--- src/rtl/hts_pkg.sv ---
// ----------------------------------------------------------------------------
// hts_pkg
// Shared types and constants for the tracked-object speed block.
// ----------------------------------------------------------------------------
`timescale 1ns / 1ps

package hts_pkg;

  // trace points needed before a speed is measured
  localparam logic [9:0]  MIN_TRACE_POINTS = 10'd12;
  // magnitude bound of a near-zero perspective divisor, Q.16
  localparam int          NEAR_ZERO_W      = 16;
  localparam logic [47:0] SUM_MAX          = 48'hFFFF_FFFF_FFFF;
  localparam logic [15:0] COUNT_MAX        = 16'hFFFF;
  localparam logic [31:0] SPEED_MAX        = 32'hFFFF_FFFF;

  // configuration register indexes
  localparam logic [2:0] REG_H_PAIR_A  = 3'd0;
  localparam logic [2:0] REG_H_PAIR_B  = 3'd1;
  localparam logic [2:0] REG_H_PAIR_C  = 3'd2;
  localparam logic [2:0] REG_H_PAIR_D  = 3'd3;
  localparam logic [2:0] REG_H_CORNER  = 3'd4;
  localparam logic [2:0] REG_IMG_WIDTH = 3'd5;
  localparam logic [2:0] REG_IMG_HIGHT = 3'd6;

  // one classified object waiting for the back end
  typedef struct packed {
    logic        speed_ok;
    logic        last;
    logic [15:0] sx;
    logic [15:0] sy;
    logic [15:0] ex;
    logic [15:0] ey;
  } item_t;

  // homography entries h00..h22 (row major) and image size
  typedef struct packed {
    logic [8:0][31:0] h;
    logic [13:0]      width;
    logic [13:0]      height;
  } cfg_t;

  // operations of the shared iterative unit
  typedef enum logic {
    OP_DIV  = 1'b0,
    OP_SQRT = 1'b1
  } iter_op_t;

  typedef struct packed {
    logic     start;
    iter_op_t op;
  } iter_req_t;

endpackage

--- src/rtl/hts_queue.sv ---
// ----------------------------------------------------------------------------
// hts_queue
// Two-entry queue between the front and the back end.
// ----------------------------------------------------------------------------
`timescale 1ns / 1ps

module hts_queue (
  input  logic           clk,
  input  logic           rst_n,
  input  logic           push,
  input  hts_pkg::item_t push_item,
  output logic           full,
  input  logic           pop,
  output hts_pkg::item_t pop_item,
  output logic           empty
);

  hts_pkg::item_t slot_r [2];
  logic           wr_r;
  logic           rd_r;
  logic [1:0]     cnt_r;

  assign full     = (cnt_r == 2'd2);
  assign empty    = (cnt_r == 2'd0);
  assign pop_item = slot_r[rd_r];

  // pointers and fill level
  always_ff @(posedge clk) begin
    if (!rst_n) begin
      wr_r  <= 1'b0;
      rd_r  <= 1'b0;
      cnt_r <= 2'd0;
    end else begin
      if (push) wr_r <= ~wr_r;
      if (pop)  rd_r <= ~rd_r;
      if (push && !pop)      cnt_r <= cnt_r + 2'd1;
      else if (pop && !push) cnt_r <= cnt_r - 2'd1;
    end
  end

  always_ff @(posedge clk) begin
    if (push) slot_r[wr_r] <= push_item;
  end

endmodule

--- config.mk ---
export PLATFORM = sky130hd
export DESIGN_NAME = hts_queue
export DESIGN_NICKNAME = d
export VERILOG_FILES = /design/src/rtl/hts_pkg.sv /design/src/rtl/hts_queue.sv
export SDC_FILE = /design/constraint.sdc
export NUM_CORES = 1
export LEC_CHECK = 0
export ABC_AREA = 1
export BUFFER_PORTS_ARGS = -buffer_cell sky130_fd_sc_hd__buf_2
export CAP_MARGIN = 20
export CORE_ASPECT_RATIO = 0.7
export CORE_MARGIN = 3
export CORE_UTILIZATION = 56
export CTS_CLUSTER_SIZE = 14
export DETAILED_ROUTE_END_ITERATION = 16
export HOLD_SLACK_MARGIN = 0.08
export MAX_ROUTING_LAYER = met4
export PLACE_DENSITY = 0.91
export RECOVER_POWER = 100
export SETUP_SLACK_MARGIN = 0.3
export SLEW_MARGIN = 20
export SYNTH_ARGS = -nofsm -noshare
export SYNTH_HDL_FRONTEND = slang
export SYNTH_SLANG_ARGS = --single-unit
--- constraint.sdc ---
create_clock -name clk -period 10.4 [get_ports clk]
set_input_delay 2.08 -clock clk [delete_from_list [all_inputs] [get_ports clk]]
set_output_delay 2.08 -clock clk [all_outputs]
set_load 0.1 [all_outputs]
==> results.ini <==
[outcome]
status = complete, but fails checks
violations = max-capacitance violations, max-slew violations

[critical_path]
r2r_setup_slack_ns = 6.29
path_class = reg -> out
crit_path_start_kind = register
path_buf_inv = 1
reg2reg_from = wr_r$_SDFFE_PN0P_
critPathSlowestCell = dfxtp_1
path_depth = 2
reg2regPathDepth = 2
crit_family = flip-flops
reg2reg_to = slot_r[0][41]$_DFFE_PP_
worstPathCellList = mux2_2, clkbuf_1
crit_required_ns = 8.32
cp-end-kind = output port
cp_max_fo = 66
slowest_delay_ns = 2.46
worstPathArrival_ns = 4.28

[yosys]
yosysWarningCount = 0
ys_seq_elements = 137
yosysTopAreaCellShare_pct = 76.9
syn-instance-count = 240
synth.area.top_cells = edfxtp_1 77%, mux2_4 12%, mux2_2 5.7%
avgSynthCellArea_um2 = 21.5
synth_area_mm2 = 0.00515
yosysSeqAreaShare_pct = 78.9
synthesis.nets = 311
synth_top_area_cell = edfxtp_1
yosysUniqueCellTypes = 14

[global_routing]
grt_pass1_wl_um = 14000
antenna_found_initial = 1
grt_pass1_vias = 2737
gr-total-overflow = 0
grt_max_degree = 67
grtUsageTotal_pct = 19.0

[floorplan]
ios = 138
die_h_um = 86.2
row_count = 28
die_w_um = 121
die_area_mm2 = 0.0104
initial_core_util_pct = 59.3
core_area_mm2 = 0.00869

[placement]
pre_cts_slack_ns = 6.48
placedCellCount = 492
place_congestion = 0.747
place_hpwl_um = 6090
port_buffers = 137
post_dp_cell_area_mm2 = 0.00595

[finish]
drive_gt1_share_pct = 30.4
fin_util_pct = 73.1
layout_common_cells = 132 x edfxtp_1, 84 x clkbuf_1, 55 x buf_2, 29 x mux2_1, 25 x mux2_2
multiInputGateArea_um2 = 886
design_area_mm2 = 0.00635
synthToLayoutAreaGrowth_pct = 23.2
final_cells = 525
layout.cells.most_common = edfxtp_1
seq_area_mm2 = 0.00406
nFillCells = 601
nets = 462

[cts]
cts_buffers = 17
clock_latency_ns = 0.40
tritoncts = built
clockRootBuffer = clkbuf_16
clockBufferDepth = 2
cts-hold-fix-buffers = 0
path_clk_slew_ns = 0.06
cts_resized = 0
cts.sinks = 137
post_cts_buffers = 0
cts_htree_levels = 4

[detailed_routing]
wire_per_inst_um = 17.7
drt-total-wl_um = 9290
vias_per_cell = 5.09
vias = 2671
drtAntennaViolNets = 0
drt_iter0_drc = 222
drt-pass1-iter-count = 4
route.detailed.drc = 0

[worst_hold_path]
min_to = wr_r$_SDFFE_PN0P_
whs_path_depth = 2
min-delay-start = wr_r$_SDFFE_PN0P_
hp-class = reg -> reg

[pwr]
power.density_mw_per_mm2 = 243
ir_drop_mv = 0.177
p_leak_nw = 2.29
p_total_mw = 1.54

[timing]
hold_viol_final = 0
clock-skew-final_ns = 0.00994
rsz0062_at_grt = no
post-route-min-period_ns = 6.36
min_period_over_period_pct = 61.2
fin_setup_tns_ns = 0
worstMarginPinSlew_ns = 3.13
fin_ws_ns = 4.04
setup_viol = 0
slew_headroom_pct = -109
fin_hold_ws_ns = 0.529
fmax_ghz = 0.157
drv_slew = 177

[job]
maxCapViolations = 4

## worst reg2reg max path, cell delays in order, from the launching register on
cell and delay [ns]:
dfxtp_1 0.33, nor2_1 1.61, clkbuf_1 1.73
## kinds of logic after synthesis
group / Yosys count / synth area share [%]
flops: 137 / 78.9
mux: 66 / 17.3
simple gates: 19 / 1.46
buf+inv: 15 / 1.87
compound gates: 2 / 0.194
fa+ha+maj: 1 / 0.243
## cell type report
class	count	share of cell area, %
inverter	8	0.473
tap	120	2.36
sequential	137	64.0
clock inverter	15	3.15
multi-input combinational	88	14.0
timing repair buffer	139	9.30
clock buffer	17	6.70
antenna	1	0.0394
## power by group
| part | internal [mW] | switching (mW) |
|---|---|---|
| clock | 0.402 | 0.218 |
| combinational | 0.0456 | 0.219 |
| sequential | 0.640 | 0.0158 |
| total | 1.09 | 0.453 |
## Yosys cell counts (all sizes together)
cell and number:
dfxtp 5, nor2 9, nand4 1, inv 8
ha 1, mux2 66, a21oi 1, nand3 1
buf 7, o21ai 1, edfxtp 132, nand2 8
## state kept, by name, summed over array words and instances (netlist names), named ones only
signal,flops
cnt_r,2
rd_r,1
slot_r,132
wr_r,1
## metal layers
layer | track usage [%] | part of all wire, % | vias up
met1 | 24.1 | 43 | 1302
met3 | 6.33 | 7.1 | 12
li1 | - | - | 1234
met5 | - | 0 | -
met2 | 28.5 | 48 | 123
met4 | 7.82 | 1.6 | 0
## how the worst max path moves through the flow
stage	from	endpoint	slack, ns
floorplan	push	slot_r[0][0]$_DFFE_PP_	5.02
global placement	register	pop_item[64]	6.48
detailed placement	register	pop_item[2]	6.48
CTS	register	pop_item[64]	6.04
global route	register	pop_item[14]	3.73
finish	register	pop_item[14]	4.04
Note: power is estimated with default switching activity, not from simulation.
