[src/rtl/hts_pkg.sv]
// ----------------------------------------------------------------------------
// hts_pkg
// Shared types and constants for the tracked-object speed block.
// ----------------------------------------------------------------------------
`timescale 1ns / 1ps

package hts_pkg;

  // trace points needed before a speed is measured
  localparam logic [9:0]  MIN_TRACE_POINTS = 10'd12;
  // magnitude bound of a near-zero perspective divisor, Q.16
  localparam int          NEAR_ZERO_W      = 16;
  localparam logic [47:0] SUM_MAX          = 48'hFFFF_FFFF_FFFF;
  localparam logic [15:0] COUNT_MAX        = 16'hFFFF;
  localparam logic [31:0] SPEED_MAX        = 32'hFFFF_FFFF;

  // configuration register indexes
  localparam logic [2:0] REG_H_PAIR_A  = 3'd0;
  localparam logic [2:0] REG_H_PAIR_B  = 3'd1;
  localparam logic [2:0] REG_H_PAIR_C  = 3'd2;
  localparam logic [2:0] REG_H_PAIR_D  = 3'd3;
  localparam logic [2:0] REG_H_CORNER  = 3'd4;
  localparam logic [2:0] REG_IMG_WIDTH = 3'd5;
  localparam logic [2:0] REG_IMG_HIGHT = 3'd6;

  // one classified object waiting for the back end
  typedef struct packed {
    logic        speed_ok;
    logic        last;
    logic [15:0] sx;
    logic [15:0] sy;
    logic [15:0] ex;
    logic [15:0] ey;
  } item_t;

  // homography entries h00..h22 (row major) and image size
  typedef struct packed {
    logic [8:0][31:0] h;
    logic [13:0]      width;
    logic [13:0]      height;
  } cfg_t;

  // operations of the shared iterative unit
  typedef enum logic {
    OP_DIV  = 1'b0,
    OP_SQRT = 1'b1
  } iter_op_t;

  typedef struct packed {
    logic     start;
    iter_op_t op;
  } iter_req_t;

endpackage

[src/rtl/hts_front.sv]
// ----------------------------------------------------------------------------
// hts_front
// Input stage: registers one object and tags whether its trace is long enough.
// ----------------------------------------------------------------------------
`timescale 1ns / 1ps

module hts_front (
  input  logic          clk,
  input  logic          rst_n,
  input  logic          in_push,
  output logic          in_full,
  input  logic [9:0]    in_trace_length,
  input  logic [15:0]   in_start_x,
  input  logic [15:0]   in_start_y,
  input  logic [15:0]   in_end_x,
  input  logic [15:0]   in_end_y,
  input  logic          in_last_object,
  output logic          q_push,
  output hts_pkg::item_t q_item,
  input  logic          q_full
);

  logic           vld_r;
  hts_pkg::item_t item_r;
  logic           take;

  // held item moves on whenever the queue has room
  assign q_push  = vld_r && !q_full;
  assign q_item  = item_r;
  assign in_full = vld_r && q_full;
  assign take    = in_push && !in_full;

  // input register with classification
  always_ff @(posedge clk) begin
    if (!rst_n) begin
      vld_r <= 1'b0;
    end else if (take) begin
      vld_r <= 1'b1;
    end else if (q_push) begin
      vld_r <= 1'b0;
    end
  end

  always_ff @(posedge clk) begin
    if (take) begin
      item_r.speed_ok <= (in_trace_length >= hts_pkg::MIN_TRACE_POINTS);
      item_r.last     <= in_last_object;
      item_r.sx       <= in_start_x;
      item_r.sy       <= in_start_y;
      item_r.ex       <= in_end_x;
      item_r.ey       <= in_end_y;
    end
  end

endmodule

[config.mk]
export PLATFORM = sky130hd
export DESIGN_NAME = hts_front
export DESIGN_NICKNAME = d
export VERILOG_FILES = /design/src/rtl/hts_pkg.sv /design/src/rtl/hts_front.sv
export SDC_FILE = /design/constraint.sdc
export NUM_CORES = 1
export LEC_CHECK = 0
export ABC_AREA = 1
export BUFFER_PORTS_ARGS = -buffer_cell sky130_fd_sc_hd__buf_2
export CORE_ASPECT_RATIO = 0.8
export CORE_MARGIN = 2
export CORE_UTILIZATION = 40
export DETAILED_ROUTE_END_ITERATION = 6
export PLACE_DENSITY = 0.84
export SLEW_MARGIN = 20
export SYNTH_ARGS = -nofsm -noshare
export SYNTH_HDL_FRONTEND = slang
export SYNTH_SLANG_ARGS = --single-unit
[constraint.sdc]
create_clock -name clk -period 5.03 [get_ports clk]
set_input_delay 0.503 -clock clk [delete_from_list [all_inputs] [get_ports clk]]
set_output_delay 0.503 -clock clk [all_outputs]
set_load 0.1 [all_outputs]
==> results.yml <==
drt:
  drc: 0
  ant_nets: 0
  post_drt_via_cell_ratio: 4.327
  drt_iter0_markers: 30
  totalWireLength_mm: 4.522
  first_pass_iters: 4
  vias: 1337
  routedWlPerCell_um: 14.63
synth:
  syn-cell-area_um2: 2083
  yosysUniqueCellTypes: 8
  ys_ff_latch: 67
  synthMuxAreaShare_pct: 0
  yosys_warnings: 0
  synth_common_cells: "edfxtp_1 (66), inv_1 (7), nand2_1 (5)"
  synth.area.top_cells: "edfxtp_1 (95%), inv_1 (1.3%), dfxtp_1 (0.96%), nand2_1 (0.90%), nor2_1 (0.72%)"
  synth_adder_area_share_pct: 0
  synth-main-ff-cell: "edfxtp_1"
  synth_compound_area_share_pct: 0.5405
  synth_top_family_by_area: "simple AND/OR/NAND/NOR gates"
  async_reset_ff_share_pct: 0
  synthSimpleGateAreaFrac_pct: 1.922
  ys_seq_area_share_pct: 96.10
  syn-num-nets: 165
  synth_top_area_cell: "edfxtp_1"
  yosysMostFrequentCell: "edfxtp_1"
  synth-xor-area-share_pct: 0
  synth_edf_count: 66
  syn_inst: 86
  synth_top_area_share_pct: 95.14
  syn_avg_cell_area_um2: 24.22
setup_path:
  startpoint_type: "flip-flop"
  worstPathRequired_ns: 5.00
  critPathArrivalTime_ns: 1.90
  worstSetupPathType: "flip-flop to flip-flop"
  cp_max_fo: 44
  path_cells: "nand2_2 -> inv_2 -> nor2_4 -> buf_4"
  critPathCaptureType: "flip-flop"
  cpPeakStageDelay_ns: 0.58
  worst-path-buf-inv: 2
  slowest_stage: "buf_4"
  reg2reg_slack_ns: 3.10
  crit_family: "buffers and inverters"
clocking:
  cts_made_buffers: 9
  clockRootBuffer: "clkbuf_8"
  cts.sink_count: 67
  cts_tree: "done"
  cts_buffer_depth: 2
  post_cts_buffers: 0
  h-tree-depth: 3
  ctsResizeCount: 0
  clk_latency_ns: 0.33
  cts_hold_buf: 0
  path_clk_slew_ns: 0.08
floorplanning:
  pin_count: 147
  dieArea_um2: 5805
  core_um2: 5007
  die_w_um: 84.69
  initial_core_util_pct: 41.60
  die_y_um: 68.55
  rows: 23
placed_design:
  io_buffers: 144
  gp_congestion: 0.6899
  place_hpwl_mm: 3.317
global_routing:
  overflow: 0
  grt_usage_pct: 15.78
  grt_pass1_vias: 1315
  grt_pass1_wl_mm: 6.451
  grt_max_degree: 45
  antenna_found_initial: 0
run_status:
  status: "completed"
power:
  p_total_uw: 1449
  ir_worst_vdd_mv: 0.2786
  p_per_area_nw_per_um2: 464.3
  p_leak_uw: 0.001399
cells_and_area:
  area_growth_syn_to_layout_pct: 49.79
  antennaDiodeCount: 0
  n_fill_cell: 375
  layout-drive-gt1-share_pct: 66.80
  num-nets-final: 321
sta:
  tns_ns: 0
  fin_crit_ns: 1.934
  rsz0062_at_grt: "no"
  finalHoldViolations: 0
  slew_headroom_pct: 59.21
  slew_viol_final: 0
  fin_skew_ns: 0.01147
  fmax_mhz: 517.0
  finalSetupViolations: 0
  worst_pin_slew_ns: 0.6103
  fin_crit_sh_pct: 38.45
worst_hold_path:
  min_path_type: "primary input to flip-flop"
flow_run:
  cap_violations: 0
-- per-layer routing --
metal / routed length (um) / global-route usage, % / vias to the layer above
met5: 0 / 0 / -
met4: 102 / 8.135 / 0
met3: 546 / 9.881 / 8
met2: 2387 / 27.76 / 86
met1: 1486 / 14.49 / 610
li1: - / - / 633
-- worst paths after layout --
path         depth (start not counted)          to          from
max                                  4  q_item[31]         vld_r
min                                  1  q_item[11]  in_end_y[11]
max reg2reg                          4  q_item[31]         vld_r
min reg2reg                          2       vld_r         vld_r
-- layout make-up --
| class | count | area [um^2] | area share, % |
|---|---|---|---|
| inverter | 8 | 30.03 | 0.9623 |
| sequential | 67 | 2002 | 64.15 |
| multi-input combinational | 11 | 58.81 | 1.885 |
| timing repair buffer | 145 | 728.2 | 23.34 |
| tap | 62 | 77.57 | 2.486 |
| clock buffer | 9 | 123.9 | 3.970 |
| clock inverter | 7 | 100.1 | 3.208 |
-- state kept, by name (all words and copies together), names as in the netlist --
register	count
vld_r	1
q_item	66
-- power breakdown --
| group | total, uW | switching (uW) | internal (uW) |
|---|---|---|---|
| combinational | 304 | 261 | 42.7 |
| sequential | 659 | 7.28 | 652 |
| clock | 486 | 204 | 282 |
| total | 1450 | 472 | 976 |
-- cell families after synthesis --
kind of cell,count (synthesis)
AO/OA/AOI/OAI,1
buffers and inverters,8
flip-flops,67
AND/OR/NAND/NOR,10
-- cell usage in the layout (no fill, tap or decap), drive strengths merged --
cell type	count
a21boi	1
buf	145
edfxtp	66
nor2	4
clkinv	4
clkbuf	9
inv	9
dfxtp	1
nand2	6
bufinv	2
-- stage by stage --
stage	worst slack, ns	hold WS [ns]	instances	area (um^2)	util, %
2_1_floorplan	0.9276	0.4596	86	2083	-
3_3_place_gp	2.880	0.4667	293	2897	57.85
5_1_grt	2.983	0.3097	309	3120	62.32
3_5_place_dp	2.815	0.5041	293	2897	57.85
4_1_cts	3.090	0.3160	309	3120	62.32
6_report	3.096	0.3379	309	3120	62.32
(Power assumes the default switching activity.)
